### config.mk
export PLATFORM = sky130hd
export DESIGN_NAME = prb_chain
export DESIGN_NICKNAME = d
export VERILOG_FILES = /design/src/rtl/assert_macros.svh /design/src/rtl/prb_pkg.sv /design/src/rtl/prb_cell.sv /design/src/rtl/prb_chain.sv
export SDC_FILE = /design/constraint.sdc
export NUM_CORES = 2
export LEC_CHECK = 0
export ABC_AREA = 1
export BUFFER_PORTS_ARGS = -buffer_cell sky130_fd_sc_hd__buf_2
export CAP_MARGIN = 10
export CORE_MARGIN = 4
export CORE_UTILIZATION = 60
export DETAILED_ROUTE_END_ITERATION = 7
export PLACE_DENSITY = 0.78
export SYNTH_ARGS = -nofsm -noshare
export SYNTH_HDL_FRONTEND = slang
export SYNTH_SLANG_ARGS = --single-unit
export TNS_END_PERCENT = 1
### constraint.sdc
create_clock -name clk -period 11.74 [get_ports clk]
set_clock_uncertainty 0.2 [all_clocks]
set_input_delay 0.587 -clock clk [delete_from_list [all_inputs] [get_ports clk]]
set_output_delay 0.587 -clock clk [all_outputs]
set_load 0.1 [all_outputs]
### src/rtl/assert_macros.svh
// Assertion macros used by the reorder buffer top level.
`ifndef ASSERT_MACROS_SVH
`define ASSERT_MACROS_SVH

// Plain property, checked every clock outside reset.
`define PRB_ASSERT(lbl, prop) \
	lbl: assert property (@(posedge clk) disable iff (!arst_n) (prop)) \
		else $error("reorder buffer assertion failed");

// Implication, checked every clock outside reset.
`define PRB_ASSERT_IMP(lbl, ante, cons) \
	lbl: assert property (@(posedge clk) disable iff (!arst_n) (ante) |-> (cons)) \
		else $error("reorder buffer assertion failed");

`endif

### src/rtl/prb_pkg.sv
// Types and constants of the packet reorder buffer.
package prb_pkg;

	localparam int PRB_WINDOW_MAX = 16;

	localparam logic [1:0] MODE_INSERT  = 2'd0;
	localparam logic [1:0] MODE_TIMEOUT = 2'd1;
	localparam logic [1:0] MODE_CLEAR   = 2'd2;
	localparam logic [1:0] MODE_STATUS  = 2'd3;

	localparam logic [1:0] KIND_PACKET = 2'd0;
	localparam logic [1:0] KIND_GAP    = 2'd1;
	localparam logic [1:0] KIND_STATUS = 2'd2;

	localparam logic REG_WINDOW   = 1'b0;
	localparam logic REG_MAX_HOLD = 1'b1;

	typedef enum logic [1:0] {
		CELL_IDLE,
		CELL_PUT,
		CELL_POP
	} cell_op_t;

	typedef struct packed {
		logic [31:0] seq;
		logic [15:0] pay;
		logic [47:0] arr;
	} entry_t;

	typedef struct packed {
		cell_op_t op;
		logic     hit;
		entry_t   ent;
	} cell_cmd_t;

endpackage

### src/rtl/prb_cell.sv
// One slot of the sorted store: compares against the key and shifts with its neighbors.
module prb_cell #(
	parameter int WINDOW_MAX = prb_pkg::PRB_WINDOW_MAX,
	parameter int IDX = 0
) (
	input  logic                            clk,
	input  prb_pkg::cell_cmd_t              cmd,
	input  logic [$clog2(WINDOW_MAX+1)-1:0] occ,
	input  logic                            prev_lt,
	input  prb_pkg::entry_t                 prev_ent,
	input  prb_pkg::entry_t                 next_ent,
	output logic                            lt,
	output logic                            eq,
	output prb_pkg::entry_t                 ent
);
	import prb_pkg::*;

	localparam int OCC_W = $clog2(WINDOW_MAX + 1);

	entry_t ent_q;
	logic   live;

	assign live = OCC_W'(IDX) < occ;
	assign lt   = live && (ent_q.seq < cmd.ent.seq);
	assign eq   = live && (ent_q.seq == cmd.ent.seq);
	assign ent  = ent_q;

	always_ff @(posedge clk) begin
		case (cmd.op)
			CELL_PUT: begin
				if (cmd.hit) begin
					if (eq) begin
						ent_q.pay <= cmd.ent.pay;
						ent_q.arr <= cmd.ent.arr;
					end
				end else if (!lt) begin
					// first slot not below the key takes it, the rest move up
					if (prev_lt)
						ent_q <= cmd.ent;
					else
						ent_q <= prev_ent;
				end
			end
			CELL_POP: ent_q <= next_ent;
			default: ;
		endcase
	end

endmodule

### src/rtl/prb_chain.sv
// Row of store cells with neighbor links and head taps.
module prb_chain #(
	parameter int WINDOW_MAX = prb_pkg::PRB_WINDOW_MAX
) (
	input  logic                            clk,
	input  prb_pkg::cell_cmd_t              cmd,
	input  logic [$clog2(WINDOW_MAX+1)-1:0] occ,
	output logic                            hit,
	output prb_pkg::entry_t                 head,
	output prb_pkg::entry_t                 second
);
	import prb_pkg::*;

	entry_t ent_w  [WINDOW_MAX];
	entry_t prev_w [WINDOW_MAX];
	entry_t next_w [WINDOW_MAX];
	logic   lt_w   [WINDOW_MAX];
	logic   eq_w   [WINDOW_MAX];
	logic   plt_w  [WINDOW_MAX];

	for (genvar i = 0; i < WINDOW_MAX; i++) begin : g_cell
		if (i == 0) begin : g_first
			assign plt_w[i]  = 1'b1;
			assign prev_w[i] = cmd.ent;
		end else begin : g_mid
			assign plt_w[i]  = lt_w[i-1];
			assign prev_w[i] = ent_w[i-1];
		end
		if (i == WINDOW_MAX - 1) begin : g_last
			assign next_w[i] = ent_w[i];
		end else begin : g_inner
			assign next_w[i] = ent_w[i+1];
		end

		prb_cell #(
			.WINDOW_MAX(WINDOW_MAX),
			.IDX(i)
		) u_cell (
			.clk(clk),
			.cmd(cmd),
			.occ(occ),
			.prev_lt(plt_w[i]),
			.prev_ent(prev_w[i]),
			.next_ent(next_w[i]),
			.lt(lt_w[i]),
			.eq(eq_w[i]),
			.ent(ent_w[i])
		);
	end

	always_comb begin
		hit = 1'b0;
		for (int i = 0; i < WINDOW_MAX; i++)
			hit = hit | eq_w[i];
	end

	assign head = ent_w[0];

	if (WINDOW_MAX > 1) begin : g_second
		assign second = ent_w[1];
	end else begin : g_single
		assign second = ent_w[0];
	end

endmodule

### Word-level counts from Yosys, hierarchy flattened

Cells that the tools add are included.
Widths: inputs -> output; s select.

| cells by class | value |
|---|---|
| mux-type cells | 93 |
| equal/unequal tests | 66 |
| bitwise logic cells | 17 |
| reductions and logical operators | 65 |
| magnitude comparators | 32 |

Operators with widths:

| kind | count |
|---|---|
| $mux 96 | 30 |
| $pmux 96 s2 | 15 |
| $mux 64 | 33 |
| $eq 32x32->1 | 16 |
| $lt 32x32->1 | 16 |
| $mux 32 | 15 |
| $reduce_and 3->1 | 32 |
| $ne 3x2->1 const B | 15 |
| $ne 3x3->1 const B | 15 |
| $lt 4x5->1 const A | 8 |
| $ne 2x2->1 const B | 17 |
| $logic_and 1x1->1 | 32 |
| $lt 3x5->1 const A | 4 |
| $or 1x1->1 | 15 |
| $lt 1x5->1 const A | 2 |
| $lt 2x5->1 const A | 2 |
| $eq 2x1->1 const B | 1 |
| $eq 2x2->1 const B | 1 |
| $ne 2x1->1 const B | 1 |
| $not 1->1 | 2 |
| $reduce_bool 2->1 | 1 |

| storage, ports and cells | value |
|---|---|
| bits of input ports | 105 |
| logic and storage cells | 321 |
| output and inout bits | 193 |
| register bits | 1536 |

### Longest topological paths before layout

| logic depth | value |
|---|---|
| word-level depth | 17 |
| depth in mapped cells | 19 |
| depth with buffers taken out | 17 |

### Cells and area by module

From an unflattened synthesis, not the netlist that was laid out.

| unflattened totals | value |
|---|---|
| cell total of the unflattened synthesis | 11220 |
| area, all modules | 95200.1 µm² |

Modules (own cells, without submodules):

| module | seq. area each (µm²) | area an instance (µm²) | instances | cells an instance |
|---|---|---|---|---|
| prb_cell (g_cell[1].u_cell ...) | 2882.8 | 5915.7 | 2 | 694 |
| prb_cell (g_cell[4].u_cell) | 2882.8 | 5998.3 | 1 | 711 |
| prb_cell (g_cell[6].u_cell) | 2882.8 | 5987.0 | 1 | 707 |
| prb_cell (g_cell[8].u_cell) | 2882.8 | 5978.2 | 1 | 707 |
| prb_cell (g_cell[0].u_cell) | 2882.8 | 5977.0 | 1 | 703 |
| prb_cell (g_cell[10].u_cell) | 2882.8 | 5972.0 | 1 | 701 |
| prb_cell (g_cell[9].u_cell) | 2882.8 | 5965.7 | 1 | 709 |
| prb_cell (g_cell[12].u_cell) | 2882.8 | 5949.5 | 1 | 702 |
| prb_cell (g_cell[14].u_cell) | 2882.8 | 5940.7 | 1 | 701 |
| prb_cell (g_cell[2].u_cell) | 2882.8 | 5939.4 | 1 | 702 |
| prb_cell (g_cell[5].u_cell) | 2882.8 | 5929.4 | 1 | 698 |
| prb_cell (g_cell[13].u_cell) | 2882.8 | 5926.9 | 1 | 698 |
| prb_cell (g_cell[7].u_cell) | 2882.8 | 5925.7 | 1 | 694 |
| prb_cell (g_cell[11].u_cell) | 2882.8 | 5911.9 | 1 | 692 |
| +2 rows | - | - | - | - |

### Worst setup path after synthesis

Ideal clock, no wire load.

| timing | value |
|---|---|
| path type | input to register |
| from | input cmd[95] (netlist bit) |
| to | register g_cell[1].u_cell.ent_q, in the netlist g_cell[1].u_cell.ent[0], enable pin |
| buffers on the path | 1 |
| path slack | 5.050 ns |
| library setup time | 0.524 ns |
| data required time | 11.016 ns |
| arrival | 5.966 ns |
| stages | 10 |
| cells stage by stage | inv_1 -> clkbuf_1 -> ha_1 -> nand2_1 -> nor2_1 -> nand2_1 -> nor3_1 -> nand4_1 -> or2_2 -> a31oi_1 |

| between the ends | value |
|---|---|
| word-level cells in the longest chain between the ends | 4 |
| elaborated cells between the ends (all ways) | 7 |
| classes of those cells | 1 x order compare; 3 x eq/ne; 3 x reduce/logical |

RTL lines:

| element | RTL line | RTL |
|---|---|---|
| from (decl) | prb_chain.sv:6 | `input prb_pkg::cell_cmd_t cmd,` |
| $lt 32x32->1 or $eq 32x32->1 (tied branches) | prb_cell.sv:24, prb_cell.sv:25 |  |
| $logic_and 1x1->1, on equally long branches | prb_cell.sv:24, prb_cell.sv:25 |  |
| $ne 3x3->1 (no line) or $ne 3x2->1 (tied branches) | - |  |
| $reduce_and 3->1 (no line) (*) | - |  |
| to (signal assigned) | prb_cell.sv:39 | `ent_q <= cmd.ent;` |
| to (signal assigned) | prb_cell.sv:41 | `ent_q <= prev_ent;` |
| to (signal assigned) | prb_cell.sv:44 | `CELL_POP: ent_q <= next_ent;` |
| to (decl) | prb_cell.sv:20 | `entry_t ent_q;` |

Every way passes the cells marked *; elsewhere a longest branch is shown, timed or not.
A chain may end at the register's enable or synchronous reset.

### Final worst setup path

| timing | value |
|---|---|
| from | input cmd[87] (netlist bit) |
| to | register g_cell[10].u_cell.ent_q, in the netlist g_cell[10].u_cell.ent[16], enable pin |

| between the ends | value |
|---|---|
| word-level cells in the longest chain between the ends | 4 |
| elaborated cells between the ends (all ways) | 7 |
| classes of those cells | 1 x order compare; 3 x eq/ne; 3 x reduce/logical |

RTL lines:

| element | RTL line |
|---|---|
| $lt 32x32->1 or $eq 32x32->1 (tied branches) | prb_cell.sv:24, prb_cell.sv:25 |
| $logic_and 1x1->1, on equally long branches | prb_cell.sv:24, prb_cell.sv:25 |
| $ne 3x3->1 (no line) or $ne 3x2->1 (tied branches) | - |
| $reduce_and 3->1 (no line) (*) | - |
| to (signal assigned) | prb_cell.sv:39 |
| to (signal assigned) | prb_cell.sv:41 |
| to (signal assigned) | prb_cell.sv:44 |
| to (decl) | prb_cell.sv:20 |

Marks and branches as above.

==> run metrics <==
Overall Global Routing Usage=37.30%; worst reg-to-reg setup slack=5.50 ns; commonest non-fill, non-tap cell in the layout=nand2_1; Mapped Area=98630 µm²; Antenna Nets Post-Route=0; total negative slack=0 ns; Worst slew margin=14.96%; number of global-route vias before repair=87090; Avg Inst Size Synth=7.749 µm²; first-pass GRT wire length=499000 µm; EDFF count, synth=1536; clock tree root buffer cell=clkbuf_16; Worst Path Arrival=6.84 ns; failing checks=DRC; final wirelength=328400 µm; critical path data required time=11.96 ns; post-synthesis sequential area ratio=46.76%; clock sinks=1536; Final Instance Area=105600 µm²; synth top area cells=edfxtp_1, nand2_1, nand3_1; hold endpoint=g_cell[15].u_cell.ent[62]$_DFFE_PP_; global route total overflow=0; drt first-iter violations=13820; Rows=148; Largest register FFs=1536; Placed Cells=14290; CTS tree=done; crit end category=flop; footprint of the multi-input gates=41850 µm²; PwrDens=163.1 nW/µm²; number of library cell types mapped by synthesis=37; net count after synthesis=13350; WS Path Type=in2reg; worst hold slack=0.08416 ns; Synth-to-Final Area Change=7.111%; FF-to-FF path depth=10; Pre-Repair DR Iteration Count=8; worst-path maximum fanout=49; Die W=413.4 µm; Total Die Area=170900 µm²; Final GP Congestion=0.9362; min-delay worst type=in2reg; H-tree depth=4; reg2reg start=g_cell[10].u_cell.ent[87]$_DFFE_PP_; Hold Fails Final Rpt=0; layout cells sized above 1=6.108%; port bufs=297; Final Max Tran Viols=0; actual slew at the worst max-slew pin=1.276 ns; Worst Setup Start Kind=input pin; Clock Pin Slew Worst Setup and Hold Paths=0.06 ns; YS warnings=0; DRC viols=1; final setup margin=5.122 ns; peak supply drop=187.2 µV; Finished Layout Cells=14690; commonest cells after routing, fill and taps aside=nand2_1, nand3_1, inv_1, edfxtp_1, o21ai_0; via count=90740; Fill cells=13720; Synth async-reset ratio=0%; Min-Delay Path Depth=3; Tcrit/Tclk final=56.37%; area leader, netlist=edfxtp_1; clock buffer depth=3; register area=46120 µm²; CTS Buf Count=171; I/O pin total=298; outcome=finished with violations; Post-CTS Setup Repair Bufs=0; Die Y=413.4 µm; RSZ-0062 raised after global routing=false; dpl cell area=99510 µm²; core outline area=163100 µm²; Final setup violation count=0; leakage=50.79 nW; Max-cap violations=0; DP Worst Slack=5.145 ns; Synth Flop Type=edfxtp_1; post-synth top area share=46.76%; WL per Instance=22.36 µm; Vias/cell=6.178; Post-DP HPWL=206700 µm; FMAX=151.1 MHz; initial antenna violation count=6; worst r2r dst=g_cell[10].u_cell.ent[16]$_DFFE_PP_; Starting Density=60.46%; Period minus WS final=6.618 ns; largest net degree at the start of global routing=272; min-delay src=cmd[62]; clock latency on the worst-skew pair=0.83 ns; FF+latch count, synth=1536; layout net count=13000; Post-Syn Instances=12730
==> stage by stage <==
step	util [%]	power, mW
6_report	64.76	17.23
5_1_grt	64.75	17.92
4_1_cts	64.74	17.11
3_5_place_dp	60.99	11.93
3_3_place_gp	60.98	11.78
2_1_floorplan	-	10.64
==> worst max path at each step <==
stage / start / end / slack, ns / cells past startpoint
2_1_floorplan: cmd[95] / g_cell[1].u_cell.ent[0]$_DFFE_PP_ / 5.05 / 10
3_3_place_gp: cmd[91] / g_cell[0].u_cell.ent[2]$_DFFE_PP_ / 5.09 / 18
3_5_place_dp: cmd[87] / g_cell[10].u_cell.ent[34]$_DFFE_PP_ / 5.14 / 13
4_1_cts: cmd[87] / g_cell[10].u_cell.ent[11]$_DFFE_PP_ / 5.42 / 14
5_1_grt: cmd[87] / g_cell[10].u_cell.ent[16]$_DFFE_PP_ / 4.86 / 14
6_report: cmd[87] / g_cell[10].u_cell.ent[16]$_DFFE_PP_ / 5.12 / 14
==> critical path, stage by stage <==
cell and delay, ns:
dlygate4sd3_1 0.53, buf_2 0.13, inv_1 0.05, buf_4 0.38, ha_1 0.24, nand2_1 0.08
nor2_1 0.16, nand4_1 0.11, nor3b_1 0.53, nand2_1 0.84, nand2_4 0.88, nand2_2 0.38
a31oi_4 0.83, buf_4 0.94
==> report_power, final <==
group	internal [mW]	switching, mW	total [mW]	leakage [nW]
clock network	2.86	2.38	5.24	2.53
logic	1.16	3.40	4.56	33.5
registers	7.02	0.417	7.44	14.8
total	11.0	6.19	17.2	50.8
==> routing by layer <==
layer,part of all wire [%],track usage (%)
met4,6.8,21.67
met1,37,48.64
met2,45,57.99
met3,12,7.531
met5,0.014,0
==> what timing repair did <==
item | CTS | global route
setup endpoints to repair | 0 | 0
hold buffers | 91 | 0
gates resized for setup | 0 | 0
hold endpoints to repair | 118 | 0
==> Yosys cell counts, types with 4 or more instances <==
master,number
a21o_1,15
a21oi_1,213
a21oi_2,4
a31oi_1,13
buf_1,75
buf_2,155
buf_4,240
clkbuf_1,590
edfxtp_1,1536
ha_1,514
inv_1,1614
inv_2,8
nand2_1,4085
nand2_2,8
nand3_1,2695
nand4_1,46
nor2_1,223
nor2_4,4
nor3_1,21
nor3b_1,4
nor4_1,4
o21a_1,11
o21ai_0,591
o21ai_1,35
o21bai_1,4
==> cell families after synthesis <==
kind of cell / count (synthesis) / synth area share [%]
and+or+nand+nor: 7104 / 30.74
AOI/OAI and AO/OA: 893 / 4.659
DFF: 1536 / 46.76
adders and majority gates: 514 / 6.520
buffers and inverters: 2682 / 11.32
==> area by class of cell <==
class / instances / share of cell area, %
timing repair buffer: 539 / 3.444
clock buffer: 217 / 4.294
clock inverter: 84 / 0.6312
multi-input combinational: 8511 / 39.61
tap: 2175 / 2.576
sequential: 1536 / 43.66
antenna: 4 / 0.009475
inverter: 1622 / 5.777
(Power assumes the default switching activity.)
